===== config.mk =====
export PLATFORM = sky130hd
export DESIGN_NAME = ulr_apb
export DESIGN_NICKNAME = d
export VERILOG_FILES = /design/src/sv/uniform_grid_linear_resampler_core_macros.svh /design/src/sv/ulr_pkg.sv /design/src/sv/ulr_apb.sv
export SDC_FILE = /design/constraint.sdc
export NUM_CORES = 1
export LEC_CHECK = 0
export BUFFER_PORTS_ARGS = -buffer_cell sky130_fd_sc_hd__buf_2
export CAP_MARGIN = 20
export CORE_ASPECT_RATIO = 1.4
export CORE_MARGIN = 4
export CORE_UTILIZATION = 35
export CTS_CLUSTER_DIAMETER = 40
export DETAILED_ROUTE_END_ITERATION = 8
export PLACE_DENSITY = 0.62
export SKIP_LAST_GASP = 1
export SLEW_MARGIN = 25
export SYNTH_ARGS = -nofsm -noshare
export SYNTH_HDL_FRONTEND = slang
export SYNTH_SLANG_ARGS = --single-unit

===== constraint.sdc =====
create_clock -name clk -period 1.05 [get_ports clk]
set_input_delay 0.0525 -clock clk [delete_from_list [all_inputs] [get_ports clk]]
set_output_delay 0.0525 -clock clk [all_outputs]
set_load 0.01 [all_outputs]

===== src/sv/uniform_grid_linear_resampler_core_macros.svh =====
// Assertion macros used by the resampler top level.
`ifndef UNIFORM_GRID_LINEAR_RESAMPLER_CORE_MACROS_SVH
`define UNIFORM_GRID_LINEAR_RESAMPLER_CORE_MACROS_SVH

`ifndef SYNTHESIS
`define ULR_ASSERT_IMPL(name, ante, cons) \
    name: assert property (@(posedge clk) disable iff (!rst_n) (ante) |-> (cons)) \
        else $error("ulr: same-cycle check failed");
`define ULR_ASSERT_NEXT(name, ante, cons) \
    name: assert property (@(posedge clk) disable iff (!rst_n) (ante) |=> (cons)) \
        else $error("ulr: next-cycle check failed");
`else
`define ULR_ASSERT_IMPL(name, ante, cons)
`define ULR_ASSERT_NEXT(name, ante, cons)
`endif

`endif


===== src/sv/ulr_pkg.sv =====
// Shared types and constants of the uniform grid linear resampler.
`default_nettype none

package ulr_pkg;

    localparam int MAX_SAMPLES_DEF = 1024;
    localparam int POWER_WIDTH_DEF = 32;

    localparam int IDX_W      = 10;
    localparam int STEP_W     = 20;
    localparam int CNT_W      = 11;
    localparam int POS_W      = 31;
    localparam int OUT_W      = 32;
    localparam int MAG_W      = 33;
    localparam int SUM_W      = 34;
    localparam int PROD_W     = 52;
    localparam int DIV_ITER_W = 6;
    localparam int ADDR_W     = 5;
    localparam int DATA_W     = 32;
    localparam int REG_IDX_W  = 3;

    localparam logic [REG_IDX_W-1:0] REG_SRC_START = 3'd0;
    localparam logic [REG_IDX_W-1:0] REG_SRC_STEP  = 3'd1;
    localparam logic [REG_IDX_W-1:0] REG_SRC_COUNT = 3'd2;
    localparam logic [REG_IDX_W-1:0] REG_DST_START = 3'd3;
    localparam logic [REG_IDX_W-1:0] REG_DST_STEP  = 3'd4;
    localparam logic [REG_IDX_W-1:0] REG_DST_COUNT = 3'd5;

    localparam logic KIND_LOAD  = 1'b0;
    localparam logic KIND_QUERY = 1'b1;

    typedef enum logic [1:0] {
        FIN_NONE,
        FIN_OOR,
        FIN_END,
        FIN_INTERP
    } fin_t;

    typedef enum logic {
        DIV_BIN,
        DIV_TERM
    } div_sel_t;

    typedef struct packed {
        logic [STEP_W-1:0] src_start;
        logic [STEP_W-1:0] src_step;
        logic [CNT_W-1:0]  src_count;
        logic [STEP_W-1:0] dst_start;
        logic [STEP_W-1:0] dst_step;
        logic [CNT_W-1:0]  dst_count;
    } cfg_t;

    typedef struct packed {
        logic     load;
        logic     take;
        logic     calc_pos;
        logic     div_start;
        div_sel_t div_sel;
        logic     rd_hi;
        logic     cap_a;
        logic     cap_b;
        logic     mul;
        fin_t     fin;
    } cmd_t;

    typedef struct packed {
        logic early_oor;
        logic bin_oor;
        logic bin_end;
        logic div_idle;
    } sts_t;

endpackage

`default_nettype wire


===== src/sv/ulr_apb.sv =====
// APB register file holding the grid configuration.
`default_nettype none

module ulr_apb (
    input  wire                         clk,
    input  wire                         rst_n,
    input  wire                         psel,
    input  wire                         penable,
    input  wire                         pwrite,
    input  wire  [ulr_pkg::ADDR_W-1:0]  paddr,
    input  wire  [ulr_pkg::DATA_W-1:0]  pwdata,
    output logic [ulr_pkg::DATA_W-1:0]  prdata,
    output logic                        pready,
    output ulr_pkg::cfg_t               cfg
);
    import ulr_pkg::*;

    logic [STEP_W-1:0]    src_start_reg;
    logic [STEP_W-1:0]    src_step_reg;
    logic [CNT_W-1:0]     src_count_reg;
    logic [STEP_W-1:0]    dst_start_reg;
    logic [STEP_W-1:0]    dst_step_reg;
    logic [CNT_W-1:0]     dst_count_reg;
    logic [REG_IDX_W-1:0] reg_idx;
    logic                 wr_en;

    assign reg_idx = paddr[ADDR_W-1:2];
    assign wr_en   = psel && penable && pwrite;
    assign pready  = 1'b1;

    always_ff @(posedge clk or negedge rst_n)
    begin
        if (!rst_n)
        begin
            src_start_reg <= '0;
            src_step_reg  <= STEP_W'(256);
            src_count_reg <= CNT_W'(1);
            dst_start_reg <= '0;
            dst_step_reg  <= STEP_W'(256);
            dst_count_reg <= CNT_W'(1);
        end
        else if (wr_en)
        begin
            unique case (reg_idx)
                REG_SRC_START: src_start_reg <= pwdata[STEP_W-1:0];
                REG_SRC_STEP:  src_step_reg  <= pwdata[STEP_W-1:0];
                REG_SRC_COUNT: src_count_reg <= pwdata[CNT_W-1:0];
                REG_DST_START: dst_start_reg <= pwdata[STEP_W-1:0];
                REG_DST_STEP:  dst_step_reg  <= pwdata[STEP_W-1:0];
                REG_DST_COUNT: dst_count_reg <= pwdata[CNT_W-1:0];
                default:       ;
            endcase
        end
    end

    always_comb
    begin
        unique case (reg_idx)
            REG_SRC_START: prdata = DATA_W'(src_start_reg);
            REG_SRC_STEP:  prdata = DATA_W'(src_step_reg);
            REG_SRC_COUNT: prdata = DATA_W'(src_count_reg);
            REG_DST_START: prdata = DATA_W'(dst_start_reg);
            REG_DST_STEP:  prdata = DATA_W'(dst_step_reg);
            REG_DST_COUNT: prdata = DATA_W'(dst_count_reg);
            default:       prdata = '0;
        endcase
    end

    assign cfg.src_start = src_start_reg;
    assign cfg.src_step  = src_step_reg;
    assign cfg.src_count = src_count_reg;
    assign cfg.dst_start = dst_start_reg;
    assign cfg.dst_step  = dst_step_reg;
    assign cfg.dst_count = dst_count_reg;

endmodule

`default_nettype wire


Word-level counts from Yosys, hierarchy flattened

Cells that the tools add are included.

Output and inout port bits: 135
Input port bits: 42
Logic and storage cells: 21
Register bits after elaboration: 102

Eq/ne operators: 5
Mux-type cells: 1
Reduce and logical (&&, ||, !) cells: 9

Operators by type and width:

| cell                 | count |
|---|---|
| $pmux W20 S6         | 1 |
| $reduce_and A2 Y1    | 6 |
| $eq A3 B2 Y1 const B | 2 |
| $eq A3 B3 Y1 const B | 2 |
| $eq A3 B1 Y1 const B | 1 |
| $logic_not A3 Y1     | 1 |
| $logic_and A1 B1 Y1  | 2 |

Depth between registers and ports, before layout

Depth after elaboration: 3
Gate-level depth with buffers: 5
Mapped depth without buffers: 3

Worst setup path before layout

OpenSTA, ideal clock, no wires.

Kind: input -> register
Start point: input paddr[3] in the netlist's numbering
End point: register src_step_reg[0]
Slack: -0.083 ns
Setup time: 0.125 ns
Arrival: 1.008 ns
Stages: 5
Data required time: 0.925 ns
Path buffers: 2
Cell sequence: buf_6 -> or2_4 -> nor2_4 -> buf_6 -> mux2_2

Word-level cells in the longest chain between the ends: 2

Ends and longest elaborated chain:

| what                        | line          | source |
|---|---|---|
| start, declared             | ulr_apb.sv:10 | `input wire [ulr_pkg::ADDR_W-1:0] paddr,` |
| $eq A3 B1 Y1                | ulr_apb.sv:44 | `unique case (reg_idx)` |
| $reduce_and A2 Y1 (no line) | --            |  |
| end signal, assigned        | ulr_apb.sv:46 | `REG_SRC_STEP: src_step_reg <= pwdata[STEP_W-1:0];` |
| end, declared               | ulr_apb.sv:19 | `logic [STEP_W-1:0] src_step_reg;` |

No other way between the ends.
A chain may end at the register's enable or synchronous reset.

Worst setup path in the final report

Start point: register dst_start_reg[0]
End point: output prdata[0] in the netlist's numbering

Word-level cells in the longest chain between the ends: 1

Ends and longest elaborated chain:

| what                   | line          | source |
|---|---|---|
| start, declared        | ulr_apb.sv:21 | `logic [STEP_W-1:0] dst_start_reg;` |
| start signal, assigned | ulr_apb.sv:48 | `REG_DST_START: dst_start_reg <= pwdata[STEP_W-1:0];` |
| $pmux W20 S6           | ulr_apb.sv:58 | `unique case (reg_idx)` |
| end, declared          | ulr_apb.sv:12 | `output logic [ulr_pkg::DATA_W-1:0] prdata,` |

No other way between the ends.

==> metrics.cfg <==
[floorplanning]
die_y_um = 148
core_area_um2 = 13500
start_util_pct = 36.2
fp.dieW_um = 108
rows = 50
ios = 177
die-area_um2 = 15900

[setup_path]
path_cells = mux4_2 -> nand2_2 -> o21ai_2 -> buf_2
path_buf_inv = 1
crit_family = multiplexers
cp-start-kind = flop
max_stage_delay_ns = 0.49
cpMaxStageDelayCell = mux4_2
worstPathArrival_ns = 1.47
cp-end-kind = output port
path_max_fanout = 2
required_ns = 1.00
crit_type = flop to output port

[logic_synthesis]
yosys_warnings = 0
synth_area_um2 = 4890
synthDistinctLibCells = 36
synth_ff_type = dfrtp_1
syn_inst = 355
ys_seq_area_share_pct = 52.3
synth.ff_latch_count = 102
avgSynthCellArea_um2 = 13.8
synth_edf_count = 0
async_flop_share_pct = 100

[route]
dr.pass1.iters = 4
antenna_left = 0
vias = 3799
drt-vias-per-instance = 4.90
wl_per_cell_um = 18.7
drc = 0
drtIter0Drc = 77
drt-total-wl_um = 14500

[clock_network]
numCtsBuffers = 9
cts_sinks = 102
cts_tree = done
cts-root-buf = clkbuf_16
cts.path.max_buffers = 2
ctsHtreeMaxLevel = 3
clkSlewWorstSetupHoldPaths_ns = 0.07
insertion_delay_ns = 0.33

[placement]
port_buffers = 149
place.gp.congestion = 0.758
dpl.hpwl_um = 10400

[pwr]
swShare_pct = 30.3
intPower_mw = 8.91
fin_total_pwr_mw = 12.8
p_seq_share_pct = 41.7
p_clk_share_pct = 24.3
comb_power_share_pct = 34.1
p_per_area_nw_per_um2 = 1740
p_leak_nw = 3.58
power.switching_mw = 3.88
max-vdd-ir-drop_uv = 1130

[sta]
min_period_over_period_pct = 145
rsz0062_at_grt = true
slew_violations = 0
fmax_mhz = 655
finalWorstSetupSlack_ns = -0.476
hold_ws_ns = 0.0155
fin_skew_ns = 0
hold_violations = 0
finalSetupViolations = 26
timing.final.crit_period_ns = 1.53
fin_tns_setup_ns = -5.71

[finish]
synthToLayoutAreaGrowth_pct = 49.9
n_antenna_cell = 0
fillers = 1224
final_cell_mix = buf_2 (100), dfrtp_1 (98), mux2_2 (97), buf_6 (92), buf_4 (36)
layout_commonest_cell = buf_2
multi_input_area_um2 = 2180
num-nets-final = 631
seqCellArea_um2 = 2560
drive_gt1_share_pct = 64.6

[outcome]
status = finished with violations
violations = negative setup slack

[global_routing]
grt_pass1_wl_um = 22600
grt_max_degree = 47
overflow = 0
grt_usage_pct = 18.3
grt_pass1_vias = 4145
antenna_found_initial = 0

[job]
cap_violations = 0

[hold_path]
min_path_type = input pin to flop

power groups by stage:
stage,sequential [mW],clock (mW),combinational (mW)
finish,5.33,3.10,4.36
detailed placement,5.37,0,3.34
floorplan,5.66,0,1.30
global placement,5.32,0,3.27
global route,5.42,3.36,4.70
CTS,5.26,3.19,3.97
cells in the mapped netlist, types with 9 or more instances:
| library cell | count | area, um2 |
|---|---|---|
| buf_6 | 9 | 101 |
| dfrtp_1 | 98 | 2450 |
| mux2_2 | 101 | 1140 |
| mux2_1 | 9 | 101 |
| mux2i_1 | 21 | 210 |
| buf_4 | 21 | 158 |
| nand3_1 | 12 | 60.1 |
| o211ai_1 | 9 | 67.6 |
| nand2_1 | 19 | 71.3 |
worst paths after layout:
check | startpoint | endpoint | slack (ns) | cells past startpoint
max | dst_start_reg[0]$_DFFE_PN0P_ | prdata[0] | -0.48 | 4
min | pwdata[0] | src_start_reg[0]$_DFFE_PN0P_ | 0.02 | 2
max reg2reg | src_start_reg[0]$_DFFE_PN0P_ | src_start_reg[0]$_DFFE_PN0P_ | 0.05 | 3
min reg2reg | src_step_reg[1]$_DFFE_PN0P_ | src_step_reg[1]$_DFFE_PN0P_ | 0.52 | 1
max in group asynchronous | rst_n | dst_start_reg[3]$_DFFE_PN0P_ | 0.36 | 3
min in group asynchronous | rst_n | src_start_reg[8]$_DFFE_PN0P_ | 0.10 | 2
timing repair:
item                                    4_1_cts  5_1_grt
resized for setup                            49       64
setup buffers                                28       16
pin swaps                                     9        5
endpoints found under the hold margin       137        0
endpoints found under the setup margin       43       64
hold buffers                                 12        0
logic make-up after synthesis:
| group | Yosys count | synth area share, % |
|---|---|---|
| AO/OA/AOI/OAI | 30 | 4.66 |
| buffers and inverters | 37 | 5.94 |
| flip-flops | 102 | 52.3 |
| multiplexers | 133 | 30.6 |
| other | 2 | 0.154 |
| AND/OR/NAND/NOR | 51 | 6.35 |
through the flow:
stage / worst slack [ns] / util [%] / instance area, um2 / instances
5_1_grt: -0.581 / 54.2 / 7330 / 776
4_1_cts: -0.488 / 52.0 / 7030 / 774
3_3_place_gp: -0.289 / 46.1 / 6230 / 725
6_report: -0.476 / 54.2 / 7330 / 776
2_1_floorplan: -0.0607 / - / 4970 / 366
3_5_place_dp: -0.300 / 46.1 / 6230 / 725
area by class of cell:
class,count,area share [%]
Tap cell,182,3.11
Timing Repair Buffer,248,28.5
Sequential cell,102,34.9
Multi-Input combinational cell,227,29.7
Inverter,1,0.0512
Clock inverter,7,0.683
Clock buffer,9,3.07
layer usage:
layer  wire (um)  up-vias  global-route usage, %
li1            -     1738                      -
met1        5990     1929                   22.6
met2        7500      118                   31.9
met3         827       14                   4.24
met4         166        0                   4.67
met5           0        -                      0
(Power assumes the default switching activity.)
