===== config.mk =====
export PLATFORM = sky130hd
export DESIGN_NAME = ulr_ctrl
export DESIGN_NICKNAME = d
export VERILOG_FILES = /design/src/sv/uniform_grid_linear_resampler_core_macros.svh /design/src/sv/ulr_pkg.sv /design/src/sv/ulr_ctrl.sv
export SDC_FILE = /design/constraint.sdc
export NUM_CORES = 1
export LEC_CHECK = 0
export ABC_AREA = 1
export BUFFER_PORTS_ARGS = -buffer_cell sky130_fd_sc_hd__buf_4
export CAP_MARGIN = 10
export CORE_MARGIN = 1.5
export CORE_UTILIZATION = 25
export DETAILED_ROUTE_END_ITERATION = 7
export HOLD_SLACK_MARGIN = 0.12
export PLACE_DENSITY = 0.5
export SYNTH_ARGS = -nofsm -noshare
export SYNTH_HDL_FRONTEND = slang
export SYNTH_SLANG_ARGS = --single-unit

===== constraint.sdc =====
create_clock -name clk -period 2.2 [get_ports clk]
set_input_delay 0.55 -clock clk [delete_from_list [all_inputs] [get_ports clk]]
set_output_delay 0.55 -clock clk [all_outputs]
set_load 0.02 [all_outputs]

===== src/sv/uniform_grid_linear_resampler_core_macros.svh =====
// Assertion macros used by the resampler top level.
`ifndef UNIFORM_GRID_LINEAR_RESAMPLER_CORE_MACROS_SVH
`define UNIFORM_GRID_LINEAR_RESAMPLER_CORE_MACROS_SVH

`ifndef SYNTHESIS
`define ULR_ASSERT_IMPL(name, ante, cons) \
    name: assert property (@(posedge clk) disable iff (!rst_n) (ante) |-> (cons)) \
        else $error("ulr: same-cycle check failed");
`define ULR_ASSERT_NEXT(name, ante, cons) \
    name: assert property (@(posedge clk) disable iff (!rst_n) (ante) |=> (cons)) \
        else $error("ulr: next-cycle check failed");
`else
`define ULR_ASSERT_IMPL(name, ante, cons)
`define ULR_ASSERT_NEXT(name, ante, cons)
`endif

`endif


===== src/sv/ulr_pkg.sv =====
// Shared types and constants of the uniform grid linear resampler.
`default_nettype none

package ulr_pkg;

    localparam int MAX_SAMPLES_DEF = 1024;
    localparam int POWER_WIDTH_DEF = 32;

    localparam int IDX_W      = 10;
    localparam int STEP_W     = 20;
    localparam int CNT_W      = 11;
    localparam int POS_W      = 31;
    localparam int OUT_W      = 32;
    localparam int MAG_W      = 33;
    localparam int SUM_W      = 34;
    localparam int PROD_W     = 52;
    localparam int DIV_ITER_W = 6;
    localparam int ADDR_W     = 5;
    localparam int DATA_W     = 32;
    localparam int REG_IDX_W  = 3;

    localparam logic [REG_IDX_W-1:0] REG_SRC_START = 3'd0;
    localparam logic [REG_IDX_W-1:0] REG_SRC_STEP  = 3'd1;
    localparam logic [REG_IDX_W-1:0] REG_SRC_COUNT = 3'd2;
    localparam logic [REG_IDX_W-1:0] REG_DST_START = 3'd3;
    localparam logic [REG_IDX_W-1:0] REG_DST_STEP  = 3'd4;
    localparam logic [REG_IDX_W-1:0] REG_DST_COUNT = 3'd5;

    localparam logic KIND_LOAD  = 1'b0;
    localparam logic KIND_QUERY = 1'b1;

    typedef enum logic [1:0] {
        FIN_NONE,
        FIN_OOR,
        FIN_END,
        FIN_INTERP
    } fin_t;

    typedef enum logic {
        DIV_BIN,
        DIV_TERM
    } div_sel_t;

    typedef struct packed {
        logic [STEP_W-1:0] src_start;
        logic [STEP_W-1:0] src_step;
        logic [CNT_W-1:0]  src_count;
        logic [STEP_W-1:0] dst_start;
        logic [STEP_W-1:0] dst_step;
        logic [CNT_W-1:0]  dst_count;
    } cfg_t;

    typedef struct packed {
        logic     load;
        logic     take;
        logic     calc_pos;
        logic     div_start;
        div_sel_t div_sel;
        logic     rd_hi;
        logic     cap_a;
        logic     cap_b;
        logic     mul;
        fin_t     fin;
    } cmd_t;

    typedef struct packed {
        logic early_oor;
        logic bin_oor;
        logic bin_end;
        logic div_idle;
    } sts_t;

endpackage

`default_nettype wire


===== src/sv/ulr_ctrl.sv =====
// Resampler controller: sequences each query through the datapath.
`default_nettype none

module ulr_ctrl (
    input  wire            clk,
    input  wire            rst_n,
    input  wire            start,
    input  wire            kind,
    input  ulr_pkg::sts_t  sts,
    output ulr_pkg::cmd_t  cmd,
    output logic           busy,
    output logic           done
);
    import ulr_pkg::*;

    typedef enum logic [3:0] {
        ST_IDLE,
        ST_POS,
        ST_CHK,
        ST_DIV1,
        ST_BIN,
        ST_END,
        ST_RDA,
        ST_RDB,
        ST_MUL,
        ST_D2S,
        ST_DIV2
    } state_t;

    state_t state_reg;
    state_t state_next;
    logic   done_reg;
    logic   accept;

    assign busy   = (state_reg != ST_IDLE);
    assign accept = start && !busy;

    always_comb
    begin
        cmd        = '0;
        state_next = state_reg;
        unique case (state_reg)
            ST_IDLE:
            begin
                if (accept)
                begin
                    if (kind == KIND_LOAD)
                    begin
                        cmd.load = 1'b1;
                    end
                    else
                    begin
                        cmd.take   = 1'b1;
                        state_next = ST_POS;
                    end
                end
            end
            ST_POS:
            begin
                cmd.calc_pos = 1'b1;
                state_next   = ST_CHK;
            end
            ST_CHK:
            begin
                if (sts.early_oor)
                begin
                    cmd.fin    = FIN_OOR;
                    state_next = ST_IDLE;
                end
                else
                begin
                    cmd.div_start = 1'b1;
                    cmd.div_sel   = DIV_BIN;
                    state_next    = ST_DIV1;
                end
            end
            ST_DIV1:
            begin
                if (sts.div_idle)
                begin
                    state_next = ST_BIN;
                end
            end
            ST_BIN:
            begin
                // store read of the lower sample is issued here
                if (sts.bin_oor)
                begin
                    cmd.fin    = FIN_OOR;
                    state_next = ST_IDLE;
                end
                else if (sts.bin_end)
                begin
                    state_next = ST_END;
                end
                else
                begin
                    state_next = ST_RDA;
                end
            end
            ST_END:
            begin
                cmd.fin    = FIN_END;
                state_next = ST_IDLE;
            end
            ST_RDA:
            begin
                cmd.cap_a  = 1'b1;
                cmd.rd_hi  = 1'b1;
                state_next = ST_RDB;
            end
            ST_RDB:
            begin
                cmd.cap_b  = 1'b1;
                state_next = ST_MUL;
            end
            ST_MUL:
            begin
                cmd.mul    = 1'b1;
                state_next = ST_D2S;
            end
            ST_D2S:
            begin
                cmd.div_start = 1'b1;
                cmd.div_sel   = DIV_TERM;
                state_next    = ST_DIV2;
            end
            ST_DIV2:
            begin
                if (sts.div_idle)
                begin
                    cmd.fin    = FIN_INTERP;
                    state_next = ST_IDLE;
                end
            end
            default:
            begin
                state_next = ST_IDLE;
            end
        endcase
    end

    always_ff @(posedge clk or negedge rst_n)
    begin
        if (!rst_n)
        begin
            state_reg <= ST_IDLE;
            done_reg  <= 1'b0;
        end
        else
        begin
            state_reg <= state_next;
            done_reg  <= (cmd.fin != FIN_NONE);
        end
    end

    assign done = done_reg;

endmodule

`default_nettype wire


# Word-level counts from Yosys, hierarchy flattened
# Cells that the tools add are included.
# totals
in_bits	8
out_inout_bits	13
regBits	5
elab_cells	44
# classes
muxes	22
n_reduce_logical	6
eq_ne	14
# op_table
cell	count
4-bit case mux with 10 select lines	1
4-bit 2-to-1 mux	5
4-bit by 3-bit equality test with 1-bit output (second input constant)	4
2-bit 2-to-1 mux	7
4-bit equality test (second input constant)	3
4-bit by 2-bit equality test with 1-bit output (second input constant)	2
2-bit != test (second input constant)	4
2-bit case mux with 4 select lines	1
1-bit 2-to-1 mux	7
4-bit by 1-bit equality test with 1-bit output (second input constant)	1
4-bit zero test	1
2-bit case mux with 2 select lines	1
4-bit AND reduction	1
4-bit nonzero test	1
2-bit nonzero test	1
1-bit logical AND	1
1-bit zero test	1

# Depth between registers and ports, before layout
# Gate-level depths: netlist of run 1.
# logic_depth
ltp_word	5
depth_mapped	7
mapped_depth_nobuf	7

# Worst setup path after synthesis of run 1
# No wires, ideal clock.
# synth_timing
kind	reg-to-output
startpoint	register state_reg[2]
endpoint	output port cmd[10] in the netlist's numbering
path_stages_with_launch	4
arrival_ns	1.348
required_time_ns	1.650
n_path_buf	0
path_slack_ns	0.302
path_cell_list	dfrtp_1 > nor2_2 > nand2_1 > nor3_1
# synth_lines
element	line_no	source
start: declaration	ulr_ctrl.sv:30	state_t state_reg;
start signal: assignment	ulr_ctrl.sv:152	state_reg <= state_next;
end: declaration	ulr_ctrl.sv:10	output ulr_pkg::cmd_t cmd,

==> results of run 1 <==
==> kinds of logic after synthesis <==
kind of cell           count (synthesis)
AO/OA/AOI/OAI                          3
buffers and inverters                 11
flip-flops                             5
AND/OR/NAND/NOR                       57
==> through the flow <==
step / worst slack, ns / utilization / area, sq um / cells / total power [mW]
2_1_floorplan: 0.302 / - / 459 / 76 / 0.599
6_report: 0.232 / 0.388 / 669 / 125 / 0.890
4_1_cts: 0.227 / 0.388 / 669 / 125 / 0.902
3_5_place_dp: 0.501 / 0.367 / 633 / 120 / 0.791
5_1_grt: 0.130 / 0.388 / 669 / 125 / 0.978
3_3_place_gp: 0.495 / 0.367 / 633 / 120 / 0.793
==> per-layer routing <==
metal	vias up	track usage	wire, um
met5	-	0	0
met4	0	0.0171	0
met3	0	0.0516	103
met2	20	0.222	573
met1	246	0.169	541
li1	281	-	-
==> critical path, delay by kind of cell, from the launching register on <==
kind / cells / cell delay [ns]
simple gates: 3 / 0.55
flops: 1 / 0.46
buf+inv: 1 / 0.17
==> layout by cell type (no fill, tap or decap), types with 2 or more instances in the layout <==
master / instances
buf_4: 20
clkbuf_4: 3
dfrtp_1: 5
inv_1: 6
inv_2: 4
nand2_1: 22
nand2_2: 2
nand3_1: 4
nand3_2: 3
nand4_1: 2
nor2_1: 15
nor2_2: 6
==> where the power goes <==
group	internal (mW)	switching, mW
combinational	0.219	0.384
clock	0.0684	0.0358
sequential	0.130	0.0528
total	0.418	0.472
==> worst max path at each step <==
stage / end / from / depth (start not counted)
after global routing: cmd[10] / state_reg[2]$_DFFE_PN0P_ / 4
after CTS: cmd[10] / state_reg[2]$_DFFE_PN0P_ / 4
after global placement: cmd[10] / state_reg[2]$_DFFE_PN0P_ / 4
after detailed placement: cmd[10] / state_reg[2]$_DFFE_PN0P_ / 4
final: cmd[10] / state_reg[2]$_DFFE_PN0P_ / 4
after floorplan: cmd[10] / state_reg[2]$_DFFE_PN0P_ / 3
==> final cells by class <==
cell class / count / area [sq um]
sequential: 5 / 125
inverter: 10 / 37.5
tap: 25 / 31.3
fill: 217 / 1060
clock buffer: 4 / 26.3
multi-input combinational: 60 / 289
timing repair buffer: 21 / 160
==> results.toml, run 1 <==
[power]
p_leak_nw = 0.375
p_per_area_mw_per_mm2 = 1330
peakVddDrop_mv = 0.537

[floorplan]
initial_core_util = 0.266
fp.dieH_um = 45.9
core-area_sq_mm = 0.00173
fp-row-count = 15
die-area_sq_mm = 0.00210
die_x_um = 45.9
pin_count = 21

[clock_tree]
hold_buffers = 1
cts_tree = "yes"
cts_setup_buffers = 0
cts_inserted_buffers = 3
clkSlewWorstSetupHoldPaths_ns = 0.04
clock_latency_ns = 0.24
cts_buffer_depth = 2
ctsHtreeMaxLevel = 1
clkSinkCount = 5
cts.repair.resized = 0
cts-root-buf = "clkbuf_4"

[global_routing]
grt_pass1_vias = 518
grt_usage = 0.134
grt_pass1_wl_um = 2040
gr-total-overflow = 0
antenna_found_initial = 0
grt_max_degree = 7

[detailed_routing]
vias = 547
wl_per_cell_um = 9.74
drc = 0
wl_um = 1220
ant_nets = 0
first_iter_violations = 11
via_per_inst = 4.38
drt_first_pass_iters = 4

[setup_path]
path_class = "register to output port"
slowest_delay_ns = 0.46
cp_data_required_time_ns = 1.65
crit_fanout = 6
cp_cell_sequence = "nor2_2 > nand2_1 > nor3_1 > buf_4"
worst-r2r-setup-slack_ns = 0.95
end_kind = "output port"
crit_path_top_delay_cell = "dfrtp_1"
r2r-start = "state_reg[2]$_DFFE_PN0P_"
timing.rr.end = "state_reg[0]$_DFFE_PN0P_"
start_kind = "register"
cp.arrival_ns = 1.42
r2r_cells = 6

[synth]
synth_top_cell_by_area = "dfrtp_1"
synth_ff_type = "dfrtp_1"
synth-simple-area-share = 0.597
synthTopCellsByArea = "dfrtp_1 (27%), nand2_1 (18%), nor2_1 (12%)"
yosysSeqAreaShare = 0.272
yosysMostFrequentCell = "nand2_1"
synth_top_area_frac = 0.272
async_flop_share = 1.00
synth_area_sq_um = 459
synth_common_cells = "nand2_1 (22), nor2_1 (15), inv_1 (6), nor2_2 (6), dfrtp_1 (5)"
synth.distinct_cells = 17
synth_fa_ha_area_frac = 0
synth_fp_nets = 84
synth_area_per_cell_sq_um = 6.04
synthMuxAreaShare = 0
synth-edff-count = 0
ys_seq_elements = 5
ys_warn_count = 0
synth_compound_area_frac = 0.0327
syn_inst = 76
synth_xor_area_frac = 0
synth_top_family_by_area = "simple AND/OR/NAND/NOR gates"

[sta]
fmax_mhz = 508
skew_ns = 0.00199
finalCritPeriodShare = 0.894
slew_headroom = 0.830
slew_viol_final = 0
hold_violations = 0
rsz0062_at_grt = "no"
timing.hold.ws_ns = 0.576
max_slew.worst_pin.slew_ns = 0.254
fin_crit_ns = 1.97
setup_viol = 0
setup_tns_ns = 0

[min_path]
hold_depth = 3
hp-start = "sts[3]"
whs_endpoint = "done$_DFF_PN0_"
worstHoldPathType = "primary input to register"

[placed_design]
place_congestion = 0.848
port_buffers = 20
hpwl_um = 1080

[run]
maxCapViolCount = 0

[finish]
diodes = 0
largest_register_ffs = 4
drive_gt1_frac = 0.390
final_net_count = 109
syn2layout_area_growth_pct = 45.8

[status]
outcome = "finished clean"
(Power assumes the default switching activity.)
==> inputs of run 2 (changes only) <==
CORE_MARGIN = not set   (was 1.5)
clock period = 2.3 ns   (was 2.2 ns; I/O delays follow)
==> run 2 against run 1 <==
First-iteration DRC count increased by 64%. Critical path depth unchanged. Clock power about the same. Final area unchanged. Core utilization unchanged. Power decreased by 3.6%. Non-clock buffer count unchanged. Cell count unchanged. Worst setup slack improved by 0.080 ns. Sequential share of layout area unchanged. Clock-buffer cell count unchanged. Critical endpoint unchanged.
==> results.toml, run 2 (same netlist as run 1, synthesis figures left out) <==
[sta]
fin_crit_ns = 1.99
slew_headroom = 0.821
fmax_mhz = 503
rsz0062_at_grt = "no"
setup_viol = 0
hold_violations = 0
slew_viol_final = 0
finalCritPeriodShare = 0.864
setup_tns_ns = 0
skew_ns = 0.00919
max_slew.worst_pin.slew_ns = 0.268

[finish]
utilization = 0.388
diodes = 0
final_cell_mix = "nand2_1 (22), buf_4 (20), nor2_1 (15)"
syn2layout_area_growth_pct = 45.8
final_common_cell = "nand2_1"
largest_register_ffs = 4
multi_input_area_sq_um = 289
fillers = 199
seq_area_sq_um = 125
drive_gt1_frac = 0.390
final_net_count = 109

[global_routing]
grt_usage = 0.129
antenna_found_initial = 0
grt_pass1_vias = 453
grt_max_degree = 7
gr-total-overflow = 0
grt_pass1_wl_um = 1860

[setup_path]
cp_data_required_time_ns = 1.73
cp_cell_sequence = "nor2_2 > nand2_1 > nor3_1 > buf_4"
crit_path_top_delay_cell = "dfrtp_1"
start_kind = "register"
path_class = "register to output port"
cp.arrival_ns = 1.41
slowest_delay_ns = 0.45
crit_fanout = 6
end_kind = "output port"

[power]
peakVddDrop_mv = 0.554
power_mw = 0.858
power.internal_mw = 0.400
pwr-share-seq = 0.201
combPwrFrac = 0.676
p_leak_nw = 0.375
p_sw_mw = 0.458
sw_frac_of_total = 0.534
clockPowerShare = 0.123
p_per_area_mw_per_mm2 = 1280

[detailed_routing]
wl_um = 1230
drt_first_pass_iters = 4
drc = 0
vias = 553
ant_nets = 0
first_iter_violations = 18
via_per_inst = 4.42
wl_per_cell_um = 9.82

[status]
outcome = "finished clean"

[run]
maxCapViolCount = 0

[floorplan]
die-area_sq_mm = 0.00201
die_x_um = 44.9
fp.dieH_um = 44.9
initial_core_util = 0.266
pin_count = 21
fp-row-count = 15
core-area_sq_mm = 0.00173

[clock_tree]
cts_setup_buffers = 0
cts_inserted_buffers = 3
cts-root-buf = "clkbuf_4"
clkSlewWorstSetupHoldPaths_ns = 0.05
cts_buffer_depth = 2
cts_tree = "yes"
hold_buffers = 1
clock_latency_ns = 0.25
ctsHtreeMaxLevel = 1
cts.repair.resized = 0
clkSinkCount = 5

[placed_design]
hpwl_um = 1030
port_buffers = 20
place_congestion = 0.844

[min_path]
worstHoldPathType = "primary input to register"
## run 2: worst max-delay path: cells and delay by family, from the launching register on
family	cells	cell delay, ns
buf+inv	1	0.17
flops	1	0.45
simple gates	3	0.55
## run 2: area by class of cell
cell class                 count  share of cell area
multi-input combinational     60               0.432
timing repair buffer          21               0.239
sequential                     5               0.187
inverter                      10              0.0561
tap                           25              0.0467
clock buffer                   4              0.0393
## run 2: power groups by stage
stage | combinational (mW) | clock, mW | sequential (mW)
finish | 0.580 | 0.105 | 0.173
global route | 0.633 | 0.117 | 0.180
CTS | 0.580 | 0.108 | 0.173
detailed placement | 0.576 | 0 | 0.174
global placement | 0.583 | 0 | 0.175
floorplan | 0.401 | 0 | 0.171
## run 2: worst paths after layout
kind                                          startpoint                        to  depth (start not counted)  slack (ns)
min in group asynchronous                          rst_n            done$_DFF_PN0_                          2        0.67
worst max-delay path            state_reg[2]$_DFFE_PN0P_                   cmd[10]                          4        0.31
max in group asynchronous                          rst_n  state_reg[0]$_DFFE_PN0P_                          2        1.51
worst min register to register  state_reg[0]$_DFFE_PN0P_            done$_DFF_PN0_                          2        0.67
worst max register to register  state_reg[2]$_DFFE_PN0P_  state_reg[0]$_DFFE_PN0P_                          6        1.08
worst min-delay path                              sts[3]            done$_DFF_PN0_                          3        0.62
## run 2: layer usage
metal | GRT usage | up-vias | wire (um)
li1 | - | 286 | -
met1 | 0.158 | 249 | 575
met2 | 0.218 | 18 | 574
met3 | 0.0640 | 0 | 76
met4 | 0 | 0 | 0
met5 | 0 | - | 0
## run 2: metrics by stage
stage / worst slack, ns / hold slack, ns / cells / instance area [sq um]
detailed placement: 0.578 / 0.381 / 120 / 633
CTS: 0.303 / 0.610 / 125 / 669
global route: 0.197 / 0.616 / 125 / 669
floorplan: 0.377 / 0.279 / 76 / 459
finish: 0.312 / 0.615 / 125 / 669
global placement: 0.568 / 0.381 / 120 / 633
